`src/sv/rrps_pkg.sv`:
```
// Shared types and constants of the round-robin / priority scheduler.
// Holds command codes, register indexes, the controller state type and
// the command and status structs between controller and datapath.
package rrps_pkg;

   localparam int CMD_W   = 2;
   localparam int PID_W   = 8;
   localparam int ARR_W   = 16;
   localparam int BURST_W = 12;
   localparam int PRI_W   = 8;
   localparam int SLOT_W  = 16;
   localparam int CNT_W   = 5;
   localparam int CSR_IDX_W  = 2;
   localparam int CSR_DATA_W = 12;

   localparam logic [CMD_W-1:0] CMD_LOAD    = 2'd0;
   localparam logic [CMD_W-1:0] CMD_RESTART = 2'd1;
   localparam logic [CMD_W-1:0] CMD_ADVANCE = 2'd2;

   localparam logic [CSR_IDX_W-1:0] CSR_POLICY  = 2'd0;
   localparam logic [CSR_IDX_W-1:0] CSR_QUANTUM = 2'd1;
   localparam logic [CSR_IDX_W-1:0] CSR_COUNT   = 2'd2;

   typedef enum logic [9:0] {
      ST_IDLE     = 10'b0000000001,
      ST_RST_RD   = 10'b0000000010,
      ST_RST_WR   = 10'b0000000100,
      ST_SCAN_RD  = 10'b0000001000,
      ST_SCAN_CHK = 10'b0000010000,
      ST_PICK     = 10'b0000100000,
      ST_POP_RD   = 10'b0001000000,
      ST_POP_CHK  = 10'b0010000000,
      ST_RUN_RD   = 10'b0100000000,
      ST_RUN_EXE  = 10'b1000000000
   } state_type;

   typedef struct packed {
      logic do_load;
      logic do_restart;
      logic do_advance;
      logic rst_wr;
      logic scan_chk;
      logic pick;
      logic pop_chk;
      logic run_rd;
      logic run_exe;
      logic emit_done;
      logic emit_idle;
   } ctrl_cmd_type;

   typedef struct packed {
      logic all_done;
      logic slice_zero;
      logic n_zero;
      logic scan_last;
      logic rst_last;
      logic fill_zero;
      logic fill_one;
      logic found;
      logic pop_live;
      logic policy;
   } dp_status_type;

endpackage

```
`src/sv/round_robin_priority_cpu_scheduler.sv`:
```
// Round-robin / non-preemptive priority CPU scheduler, at most one tick per advance.
// One transaction at a time. Load and unknown commands and an advance when all are done never
// go busy; a restart sweeps every table slot; an advance within a slice runs one step; a
// dispatch scans the active entries, picks, pops the FIFO as needed, and runs one if found.
// The result appears as busy falls, or with busy low when all are done; results cannot stall.
// Sync active-high reset clears run state; work reads as one until the first restart.
module round_robin_priority_cpu_scheduler
   import rrps_pkg::*;
#(
   parameter int MAX_PROCESSES = 16,
   parameter int TIME_BITS     = 16
)
(
   input  logic                  clock,
   input  logic                  reset,
   input  logic                  start,
   output logic                  busy,
   input  logic [CMD_W-1:0]      req_command,
   input  logic [3:0]            req_entry_index,
   input  logic [PID_W-1:0]      req_entry_pid,
   input  logic [ARR_W-1:0]      req_entry_arrival,
   input  logic [BURST_W-1:0]    req_entry_burst,
   input  logic [PRI_W-1:0]      req_entry_priority,
   output logic                  rsp_valid,
   output logic [SLOT_W-1:0]     rsp_slot_time,
   output logic [PID_W-1:0]      rsp_slot_pid,
   output logic                  rsp_slot_idle,
   output logic                  rsp_all_done,
   input  logic                  csr_valid,
   output logic                  csr_ready,
   input  logic [CSR_IDX_W-1:0]  csr_index,
   input  logic [CSR_DATA_W-1:0] csr_wdata
);

   ctrl_cmd_type  cmd;
   dp_status_type stat;

   // Register writes are always taken.
   assign csr_ready = 1'b1;

   // Sequencer.
   rrps_ctrl u_ctrl (
      .clock       (clock),
      .reset       (reset),
      .start       (start),
      .req_command (req_command),
      .stat        (stat),
      .busy        (busy),
      .cmd         (cmd)
   );

   // Tables, FIFO and timers.
   rrps_datapath #(
      .MAX_PROCESSES (MAX_PROCESSES),
      .TIME_BITS     (TIME_BITS)
   ) u_datapath (
      .clock              (clock),
      .reset              (reset),
      .cmd                (cmd),
      .stat               (stat),
      .req_entry_index    (req_entry_index),
      .req_entry_pid      (req_entry_pid),
      .req_entry_arrival  (req_entry_arrival),
      .req_entry_burst    (req_entry_burst),
      .req_entry_priority (req_entry_priority),
      .csr_valid          (csr_valid),
      .csr_index          (csr_index),
      .csr_wdata          (csr_wdata),
      .rsp_valid          (rsp_valid),
      .rsp_slot_time      (rsp_slot_time),
      .rsp_slot_pid       (rsp_slot_pid),
      .rsp_slot_idle      (rsp_slot_idle),
      .rsp_all_done       (rsp_all_done)
   );

endmodule

```
`src/sv/rrps_ctrl.sv`:
```
// Controller state machine of the scheduler.
// Depends on rrps_pkg; drives the datapath by command bits only.
module rrps_ctrl
   import rrps_pkg::*;
(
   input  logic               clock,
   input  logic               reset,
   input  logic               start,
   input  logic [CMD_W-1:0]   req_command,
   input  dp_status_type      stat,
   output logic               busy,
   output ctrl_cmd_type       cmd
);

   state_type state_ff, state_in;
   logic      accept;

   assign accept = start && (state_ff == ST_IDLE);
   assign busy   = (state_ff != ST_IDLE);

   // Next state and command decode.
   always_comb begin
      state_in = state_ff;
      cmd      = '0;
      case (state_ff)
         ST_IDLE: begin
            if (accept) begin
               case (req_command)
                  CMD_LOAD: begin
                     cmd.do_load = 1'b1;
                  end
                  CMD_RESTART: begin
                     cmd.do_restart = 1'b1;
                     state_in = ST_RST_RD;
                  end
                  CMD_ADVANCE: begin
                     cmd.do_advance = 1'b1;
                     if (stat.all_done) begin
                        cmd.emit_done = 1'b1;
                     end else if (!stat.slice_zero) begin
                        state_in = ST_RUN_RD;
                     end else if (stat.n_zero) begin
                        state_in = ST_PICK;
                     end else begin
                        state_in = ST_SCAN_RD;
                     end
                  end
                  default: begin
                  end
               endcase
            end
         end
         ST_RST_RD: begin
            state_in = ST_RST_WR;
         end
         ST_RST_WR: begin
            cmd.rst_wr = 1'b1;
            state_in = stat.rst_last ? ST_IDLE : ST_RST_RD;
         end
         ST_SCAN_RD: begin
            state_in = ST_SCAN_CHK;
         end
         ST_SCAN_CHK: begin
            cmd.scan_chk = 1'b1;
            state_in = stat.scan_last ? ST_PICK : ST_SCAN_RD;
         end
         ST_PICK: begin
            cmd.pick = 1'b1;
            if (!stat.policy) begin
               if (stat.fill_zero) begin
                  cmd.emit_idle = 1'b1;
                  state_in = ST_IDLE;
               end else begin
                  state_in = ST_POP_RD;
               end
            end else if (stat.found) begin
               state_in = ST_RUN_RD;
            end else begin
               cmd.emit_idle = 1'b1;
               state_in = ST_IDLE;
            end
         end
         ST_POP_RD: begin
            state_in = ST_POP_CHK;
         end
         ST_POP_CHK: begin
            cmd.pop_chk = 1'b1;
            if (stat.pop_live) begin
               state_in = ST_RUN_RD;
            end else if (stat.fill_one) begin
               cmd.emit_idle = 1'b1;
               state_in = ST_IDLE;
            end else begin
               state_in = ST_POP_RD;
            end
         end
         ST_RUN_RD: begin
            cmd.run_rd = 1'b1;
            state_in = ST_RUN_EXE;
         end
         ST_RUN_EXE: begin
            cmd.run_exe = 1'b1;
            state_in = ST_IDLE;
         end
         default: begin
            state_in = ST_IDLE;
         end
      endcase
   end

   // State register.
   always_ff @(posedge clock) begin
      if (reset) begin
         state_ff <= ST_IDLE;
      end else begin
         state_ff <= state_in;
      end
   end

endmodule

```
`src/sv/rrps_datapath.sv`:
```
// Datapath of the scheduler: process tables, ready FIFO, flags and timers.
// Depends on rrps_pkg; sequenced by rrps_ctrl through ctrl_cmd_type.
module rrps_datapath
   import rrps_pkg::*;
#(
   parameter int MAX_PROCESSES = 16,
   parameter int TIME_BITS     = 16
)
(
   input  logic                  clock,
   input  logic                  reset,
   input  ctrl_cmd_type          cmd,
   output dp_status_type         stat,
   input  logic [3:0]            req_entry_index,
   input  logic [PID_W-1:0]      req_entry_pid,
   input  logic [ARR_W-1:0]      req_entry_arrival,
   input  logic [BURST_W-1:0]    req_entry_burst,
   input  logic [PRI_W-1:0]      req_entry_priority,
   input  logic                  csr_valid,
   input  logic [CSR_IDX_W-1:0]  csr_index,
   input  logic [CSR_DATA_W-1:0] csr_wdata,
   output logic                  rsp_valid,
   output logic [SLOT_W-1:0]     rsp_slot_time,
   output logic [PID_W-1:0]      rsp_slot_pid,
   output logic                  rsp_slot_idle,
   output logic                  rsp_all_done
);

   localparam int IW = (MAX_PROCESSES > 1) ? $clog2(MAX_PROCESSES) : 1;
   localparam int CW = $clog2(MAX_PROCESSES + 1);
   localparam int SW = CW + 1;
   localparam int KW = (CW > CNT_W) ? CW : CNT_W;

   // Configuration registers.
   logic               policy_ff;
   logic [BURST_W-1:0] quantum_ff;
   logic [CNT_W-1:0]   count_ff;

   // Table memories and their registered read data.
   logic [ARR_W-1:0]   arr_mem   [MAX_PROCESSES];
   logic [PRI_W-1:0]   pri_mem   [MAX_PROCESSES];
   logic [PID_W-1:0]   pid_mem   [MAX_PROCESSES];
   logic [BURST_W-1:0] burst_mem [MAX_PROCESSES];
   logic [BURST_W-1:0] wl_mem    [MAX_PROCESSES];
   logic [IW-1:0]      fifo_mem  [MAX_PROCESSES];
   logic [ARR_W-1:0]   arr_q;
   logic [PRI_W-1:0]   pri_q;
   logic [PID_W-1:0]   pid_q;
   logic [BURST_W-1:0] burst_q;
   logic [BURST_W-1:0] wl_q;
   logic [IW-1:0]      fifo_q;

   // Run state.
   logic [MAX_PROCESSES-1:0] fin_ff, fin_in;
   logic [MAX_PROCESSES-1:0] que_ff, que_in;
   logic [MAX_PROCESSES-1:0] wlv_ff, wlv_in;
   logic [IW-1:0]        head_ff, head_in;
   logic [CW-1:0]        fill_ff, fill_in;
   logic [IW-1:0]        running_ff, running_in;
   logic [BURST_W-1:0]   slice_ff, slice_in;
   logic [TIME_BITS-1:0] tick_ff, tick_in;
   logic [CW-1:0]        done_ff, done_in;
   logic [IW-1:0]        idx_ff, idx_in;
   logic [IW-1:0]        best_ff, best_in;
   logic [PRI_W-1:0]     best_pri_ff, best_pri_in;
   logic                 found_ff, found_in;
   logic                 fresh_ff, fresh_in;

   // Helper signals.
   logic [IW-1:0]        tab_addr;
   logic                 ld_ok;
   logic [IW-1:0]        ld_addr;
   logic [CW-1:0]        n_act;
   logic [SW-1:0]        tail_sum;
   logic [IW-1:0]        tail;
   logic [IW-1:0]        head_inc;
   logic                 push_en;
   logic [IW-1:0]        push_e;
   logic                 wl_we;
   logic [IW-1:0]        wl_addr;
   logic [BURST_W-1:0]   wl_data;
   logic                 scan_ready;
   logic [BURST_W-1:0]   work;
   logic [BURST_W-1:0]   quantum_eff;
   logic [BURST_W-1:0]   slice_base;
   logic [BURST_W-1:0]   slice_dec;
   logic [BURST_W-1:0]   work_dec;
   logic                 slice_end;
   logic [TIME_BITS-1:0] tick_inc;
   logic [SLOT_W-1:0]    shown;

   assign ld_ok   = (32'(req_entry_index) < 32'(MAX_PROCESSES));
   assign ld_addr = IW'(req_entry_index);
   assign n_act   = (32'(count_ff) > 32'(MAX_PROCESSES)) ? CW'(MAX_PROCESSES)
                                                          : CW'(count_ff);
   assign tab_addr = cmd.run_rd ? running_ff : idx_ff;

   assign tail_sum = SW'(head_ff) + SW'(fill_ff);
   assign tail     = (tail_sum >= SW'(MAX_PROCESSES))
                     ? IW'(tail_sum - SW'(MAX_PROCESSES)) : IW'(tail_sum);
   assign head_inc = (head_ff == IW'(MAX_PROCESSES - 1)) ? '0 : head_ff + 1'b1;

   assign tick_inc = (tick_ff == '1) ? tick_ff : tick_ff + 1'b1;
   assign shown    = (32'(tick_ff) > 32'hFFFF) ? 16'hFFFF : SLOT_W'(tick_ff);

   // Status toward the controller.
   always_comb begin
      stat.all_done   = (KW'(done_ff) >= KW'(count_ff));
      stat.slice_zero = (slice_ff == '0);
      stat.n_zero     = (n_act == '0);
      stat.scan_last  = ((CW'(idx_ff) + CW'(1)) == n_act);
      stat.rst_last   = (idx_ff == IW'(MAX_PROCESSES - 1));
      stat.fill_zero  = (fill_ff == '0);
      stat.fill_one   = (fill_ff == CW'(1));
      stat.found      = found_ff;
      stat.pop_live   = !fin_ff[fifo_q];
      stat.policy     = policy_ff;
   end

   // Scan and run step arithmetic.
   assign scan_ready  = !fin_ff[idx_ff] && (32'(arr_q) <= 32'(tick_ff));
   assign work        = wlv_ff[running_ff] ? wl_q : BURST_W'(1);
   assign quantum_eff = (quantum_ff == '0) ? BURST_W'(1) : quantum_ff;
   assign slice_base  = !fresh_ff ? slice_ff
                      : policy_ff ? work
                      : ((work < quantum_eff) ? work : quantum_eff);
   assign slice_dec   = slice_base - 1'b1;
   assign work_dec    = (work == '0) ? '0 : work - 1'b1;
   assign slice_end   = (slice_dec == '0) || (work_dec == '0);

   // Next values of the run state.
   always_comb begin
      fin_in      = fin_ff;
      que_in      = que_ff;
      wlv_in      = wlv_ff;
      head_in     = head_ff;
      fill_in     = fill_ff;
      running_in  = running_ff;
      slice_in    = slice_ff;
      tick_in     = tick_ff;
      done_in     = done_ff;
      idx_in      = idx_ff;
      best_in     = best_ff;
      best_pri_in = best_pri_ff;
      found_in    = found_ff;
      fresh_in    = fresh_ff;
      push_en     = 1'b0;
      push_e      = idx_ff;
      wl_we       = 1'b0;
      wl_addr     = idx_ff;
      wl_data     = burst_q;

      if (cmd.do_restart) begin
         fin_in     = '0;
         que_in     = '0;
         head_in    = '0;
         fill_in    = '0;
         running_in = '0;
         slice_in   = '0;
         tick_in    = '0;
         done_in    = '0;
         idx_in     = '0;
         fresh_in   = 1'b0;
      end
      if (cmd.do_advance) begin
         idx_in   = '0;
         found_in = 1'b0;
      end

      // Restart sweep copies each burst into the work counters.
      if (cmd.rst_wr) begin
         wl_we          = 1'b1;
         wlv_in[idx_ff] = 1'b1;
         idx_in         = idx_ff + 1'b1;
      end

      // One table entry examined per scan step.
      if (cmd.scan_chk) begin
         idx_in = idx_ff + 1'b1;
         if (!policy_ff) begin
            push_en = scan_ready && !que_ff[idx_ff];
         end else if (scan_ready && (!found_ff || (pri_q < best_pri_ff))) begin
            best_in     = idx_ff;
            best_pri_in = pri_q;
            found_in    = 1'b1;
         end
      end

      if (cmd.pick && policy_ff && found_ff) begin
         running_in = best_ff;
         fresh_in   = 1'b1;
      end

      // Pop the FIFO head; a finished entry is dropped.
      if (cmd.pop_chk) begin
         head_in        = head_inc;
         fill_in        = fill_ff - 1'b1;
         que_in[fifo_q] = 1'b0;
         if (!fin_ff[fifo_q]) begin
            running_in = fifo_q;
            fresh_in   = 1'b1;
         end
      end

      // One tick of work for the running entry.
      if (cmd.run_exe) begin
         fresh_in = 1'b0;
         tick_in  = tick_inc;
         wl_we    = 1'b1;
         wl_addr  = running_ff;
         wl_data  = work_dec;
         wlv_in[running_ff] = 1'b1;
         slice_in = slice_end ? '0 : slice_dec;
         if (work_dec == '0) begin
            if (!fin_ff[running_ff]) begin
               fin_in[running_ff] = 1'b1;
               done_in = done_ff + 1'b1;
            end
         end else if (slice_end && !que_ff[running_ff]) begin
            push_en = 1'b1;
            push_e  = running_ff;
         end
      end

      if (cmd.emit_idle) begin
         tick_in = tick_inc;
      end

      if (push_en && (fill_ff < CW'(MAX_PROCESSES))) begin
         fill_in        = fill_in + 1'b1;
         que_in[push_e] = 1'b1;
      end else begin
         push_en = 1'b0;
      end
   end

   // Control registers.
   always_ff @(posedge clock) begin
      if (reset) begin
         policy_ff   <= 1'b0;
         quantum_ff  <= BURST_W'(4);
         count_ff    <= '0;
         fin_ff      <= '0;
         que_ff      <= '0;
         wlv_ff      <= '0;
         head_ff     <= '0;
         fill_ff     <= '0;
         running_ff  <= '0;
         slice_ff    <= '0;
         tick_ff     <= '0;
         done_ff     <= '0;
         idx_ff      <= '0;
         best_ff     <= '0;
         best_pri_ff <= '0;
         found_ff    <= 1'b0;
         fresh_ff    <= 1'b0;
         rsp_valid   <= 1'b0;
      end else begin
         if (csr_valid) begin
            case (csr_index)
               CSR_POLICY:  policy_ff  <= csr_wdata[0];
               CSR_QUANTUM: quantum_ff <= csr_wdata;
               CSR_COUNT:   count_ff   <= csr_wdata[CNT_W-1:0];
               default: begin
               end
            endcase
         end
         fin_ff      <= fin_in;
         que_ff      <= que_in;
         wlv_ff      <= wlv_in;
         head_ff     <= head_in;
         fill_ff     <= fill_in;
         running_ff  <= running_in;
         slice_ff    <= slice_in;
         tick_ff     <= tick_in;
         done_ff     <= done_in;
         idx_ff      <= idx_in;
         best_ff     <= best_in;
         best_pri_ff <= best_pri_in;
         found_ff    <= found_in;
         fresh_ff    <= fresh_in;
         rsp_valid   <= cmd.emit_done || cmd.emit_idle || cmd.run_exe;
      end
   end

   // Result payload, captured with the current tick.
   always_ff @(posedge clock) begin
      if (cmd.emit_done || cmd.emit_idle || cmd.run_exe) begin
         rsp_slot_time <= shown;
         rsp_slot_pid  <= cmd.run_exe ? pid_q : '0;
         rsp_slot_idle <= cmd.emit_idle;
         rsp_all_done  <= cmd.emit_done;
      end
   end

   // Table memories: load port writes, one shared read address.
   always_ff @(posedge clock) begin
      if (cmd.do_load && ld_ok) begin
         pid_mem[ld_addr]   <= req_entry_pid;
         arr_mem[ld_addr]   <= req_entry_arrival;
         burst_mem[ld_addr] <= (req_entry_burst == '0) ? BURST_W'(1) : req_entry_burst;
         pri_mem[ld_addr]   <= req_entry_priority;
      end
      arr_q   <= arr_mem[tab_addr];
      pri_q   <= pri_mem[tab_addr];
      pid_q   <= pid_mem[tab_addr];
      burst_q <= burst_mem[tab_addr];
   end

   // Work counters.
   always_ff @(posedge clock) begin
      if (wl_we) begin
         wl_mem[wl_addr] <= wl_data;
      end
      wl_q <= wl_mem[tab_addr];
   end

   // Ready FIFO.
   always_ff @(posedge clock) begin
      if (push_en) begin
         fifo_mem[tail] <= push_e;
      end
      fifo_q <= fifo_mem[head_ff];
   end

   // Each queued entry is in the FIFO exactly once.
   a_queue_count: assert property (@(posedge clock) disable iff (reset)
      $countones(que_ff) == int'(fill_ff))
      else $error("queued flags disagree with FIFO fill");

   // A slice in progress never belongs to a finished entry.
   a_slice_live: assert property (@(posedge clock) disable iff (reset)
      (slice_ff != '0) |-> !fin_ff[running_ff])
      else $error("slice left on a finished entry");

   // Completed count matches the finished flags.
   a_done_count: assert property (@(posedge clock) disable iff (reset)
      $countones(fin_ff) == int'(done_ff))
      else $error("done count disagrees with finished flags");

   // A run step always yields a result in the next cycle.
   a_run_result: assert property (@(posedge clock) disable iff (reset)
      cmd.run_exe |=> (rsp_valid && !rsp_slot_idle && !rsp_all_done))
      else $error("run step without a result");

endmodule
```
`config.mk`:
```
export PLATFORM = sky130hd
export DESIGN_NAME = round_robin_priority_cpu_scheduler
export DESIGN_NICKNAME = d
export VERILOG_FILES = /design/src/sv/rrps_pkg.sv /design/src/sv/round_robin_priority_cpu_scheduler.sv /design/src/sv/rrps_ctrl.sv /design/src/sv/rrps_datapath.sv
export SDC_FILE = /design/constraint.sdc
export NUM_CORES = 2
export LEC_CHECK = 0
export ABC_AREA = 0
export BUFFER_PORTS_ARGS = -buffer_cell sky130_fd_sc_hd__buf_2
export CORE_MARGIN = 1.5
export CORE_UTILIZATION = 25
export DETAILED_ROUTE_END_ITERATION = 8
export GPL_TIMING_DRIVEN = 0
export PLACE_DENSITY = 0.47
export SLEW_MARGIN = 30
export SYNTH_ARGS = -nofsm -noshare
export SYNTH_HDL_FRONTEND = slang
export SYNTH_SLANG_ARGS = --single-unit
```
`constraint.sdc`:
```
create_clock -name clock -period 14.7 [get_ports clock]
set_input_delay 0.735 -clock clock [delete_from_list [all_inputs] [get_ports clock]]
set_output_delay 0.735 -clock clock [all_outputs]
set_load 0.01 [all_outputs]
```
==> metrics.txt <==
Most used DFF post-synth=edfxtp_1; num rows=approximately 160; DP Area=0.0535 sq mm; drt via density=roughly 4.6; Synth Area per Inst=~16 sq um; Final period util=52.9%; worst hold path class=input pin to flop; worst slack, placed=slightly below 7 ns; gpl congestion=about 0.82; status=finished, final reports clean; Tmin final=roughly 8 ns; Worst Reg-to-Reg Cells=22; CTS tree=done; Synth cell types=82; initial antenna violation count=17; slew at the pin closest to its max-slew limit=a little over 1 ns; chip width=approximately 440 um; setup TNS=0 ns; Post-Syn Nets=around 3,000; initial core utilization=25.1%; simple-gate area share of the yosys netlist=a little under 7%; CP Data Required Time=15.09 ns; # Post-CTS Setup Buffers=0; CTS Sinks=between 1,000 and 1,500; Remaining DRCs=0; fmax=~130 MHz; met2 routed WL=approximately 70,000 um; nature of the critical path endpoint=flop; warnings from Yosys=0; sequential element share of the synthesized area=between 60% and 70%; dpl hpwl=95,100 um; io pins=97; DRT iter0 DRCs=approximately 2,200; antenna-violating nets left=0; Setup CP Type=flop to flop; most common cell in the netlist=edfxtp_1; vias in the first global route=around 28,000; Max Used Layer=met5; maximum vdd drop=around 0.00010 V; Max Slew Vio Count=0; Total GRT Usage=between 10 and 15%; Cell Pwr Density=125 mW/mm^2; Final Skew=0.0319 ns; crit path max fanout=10; Overall Power=approximately 7200 uW; nets@finish=between 3,000 and 4,000; Remaining Overflow, GRT=0; IO buf count=94; DIE AREA=0.196 sq mm; Routed WL=approximately 140,000 um; Startpoint Class=flop; worst slew margin relative to its limit=between 30 and 40%; first-pass GRT wire length=just under 200,000 um; Clock Pin Slew Worst Setup and Hold Paths=around 0.060 ns; RSZ-0062 raised after global routing=no; largest family of logic cells by synthesized area=multiplexers; Longest Clk Path Bufs=3; top post-synthesis cells by count=986 x edfxtp_1, 269 x mux4_2, 226 x nand2_1; CTS Buf Count=about 130; Root Driver=clkbuf_16; filler instances=19,024; Synth Register Bits=roughly 1,200; routed vias=around 27,000; EDFF count, synth=a little under 1,000; Post-Route M1 WL=about 59,000 um; hold path cells=2; compound-gate portion of the synthesized area=~5.7%; setup ws final=6.93 ns; worst path arrival time=approximately 8.2 ns; Post-Synth XOR/XNOR Area=0.472%; top cells by area, synth=edfxtp_1 61%, mux4_2 13%, dfxtp_1 8.3%, nand2_1 1.8%, ha_1 1.5%; Post-Synth Adder-Cell Area=~1.5%; max-cap violation count=0; Synth top area share=61.4%; DR WL/cell=approximately 23 um; Mapped Area=around 0.048 sq mm; core area=roughly 0.19 sq mm; routed wl met3=6410 um; fraction of layout cells with a size suffix above 1=around 23%; hold_buf cts=0; chip height=between 400 and 500 um; multiplexer share of the synthesized area=13.8%; Synth area leader=edfxtp_1; Worst-Skew Late Latency=0.77 ns; design area=between 0.05 and 0.06 sq mm; Worst R2R Setup Slack=between 6 and 7 ns; Final Hold Fails=0; Leak Pwr=roughly 0.019 uW; area grow syn2layout=20.1%; setup violators final=0; 1st-pass router iterations=7; CTS H-tree lvls=4; largest net degree at the start of global routing=23; Gates resized, CTS repair=0; post-synthesis async set-or-reset flop share=0%; Cells after Synth=around 3,000
==> registers in the layout, summed over array words and instances, names as in the netlist, 64 cells and up <==
register	count
u_datapath.arr_mem	256
u_datapath.burst_mem	192
u_datapath.wl_mem	192
u_datapath.pid_mem	128
u_datapath.pri_mem	128
u_datapath.fifo_mem	64
==> cells by family (layout without fill, tap and decap cells) <==
kind of cell	count (synthesis)	count (layout)
adder cells (fa/ha/maj)	59	59
AO/OA/AOI/OAI	411	411
other	1	4
multiplexers	327	327
buffers and inverters	229	640
XOR/XNOR	26	26
flip-flops	1187	1187
AND/OR/NAND/NOR	694	694
==> power breakdown <==
part	total, uW	leakage, uW	internal (uW)	switching, uW
Clock	3350	0.00214	1950	1400
Sequential	3670	0.0106	3660	13.3
Combinational	207	0.00611	64.7	142
Total	7230	0.0188	5670	1560
==> layout by cell type (no fill, tap or decap), types with 64 or more instances in the layout <==
cell       Yosys  routed
a31oi_1       79      79
a211oi_1      64      64
inv_1         65      65
mux4_2       269     269
clkbuf_16      0     135
and2_1        75      75
nor2_1       183     155
nand2_1      226     226
buf_2          4     114
edfxtp_1     986     986
a21oi_1       86      86
clkbuf_1     131     145
dfxtp_1      201     201
==> per-layer routing <==
layer	up-vias	global-route usage, %
met5	-	0
met4	4	4.44
met3	199	2.38
met2	687	23.6
met1	14124	17.9
li1	12213	-
==> metrics by stage <==
stage	std cells	utilization [%]	hold slack, ns
2_1_floorplan	2934	-	0.406
4_1_cts	5871	30.1	0.153
6_report	5874	30.1	0.221
3_3_place_gp	5554	27.0	0.422
5_1_grt	5873	30.1	0.206
3_5_place_dp	5631	27.9	0.426
==> cell type report <==
type	count	area, sq um	share of cell area, %
Sequential cell	1187	33600	58.0
Multi-Input combinational cell	1518	14000	24.2
Clock buffer	168	3600	6.22
Tap cell	2526	3160	5.45
Timing Repair Buffer	171	1770	3.05
Clock inverter	72	792	1.37
Buffer	163	688	1.19
Inverter	66	248	0.428
Antenna cell	3	7.51	0.0130
==> worst paths after layout <==
path | from | endpoint
setup / recovery | u_datapath.running_ff[3] | u_datapath.fifo_mem[0][0]
hold / removal | csr_wdata[2] | u_datapath.quantum_ff[2]
setup reg to reg | u_datapath.running_ff[3] | u_datapath.fifo_mem[0][0]
hold reg to reg | u_datapath.shown[13] | u_datapath.rsp_slot_time[13]
==> critical path, cell delays in order (launching register included) <==
cell and delay [ns]:
dfxtp_1 0.31, clkbuf_1 0.56, inv_1 0.48, or3_1 0.59, and2_4 0.20, buf_2 0.23
nor2_1 0.15, ha_1 0.25, a21oi_1 0.13, o21ai_0 0.10, a221oi_1 0.46, o221ai_4 0.22
buf_2 0.25, mux2i_1 0.13, mux2i_1 0.33, ha_1 0.39, nand2_1 0.18, o31a_1 0.34
or2_0 0.25, or3b_1 0.49, o32ai_2 0.46, nand3_1 0.28, nor3_1 0.62
No activity file was read; power rests on OpenSTA's default activity.
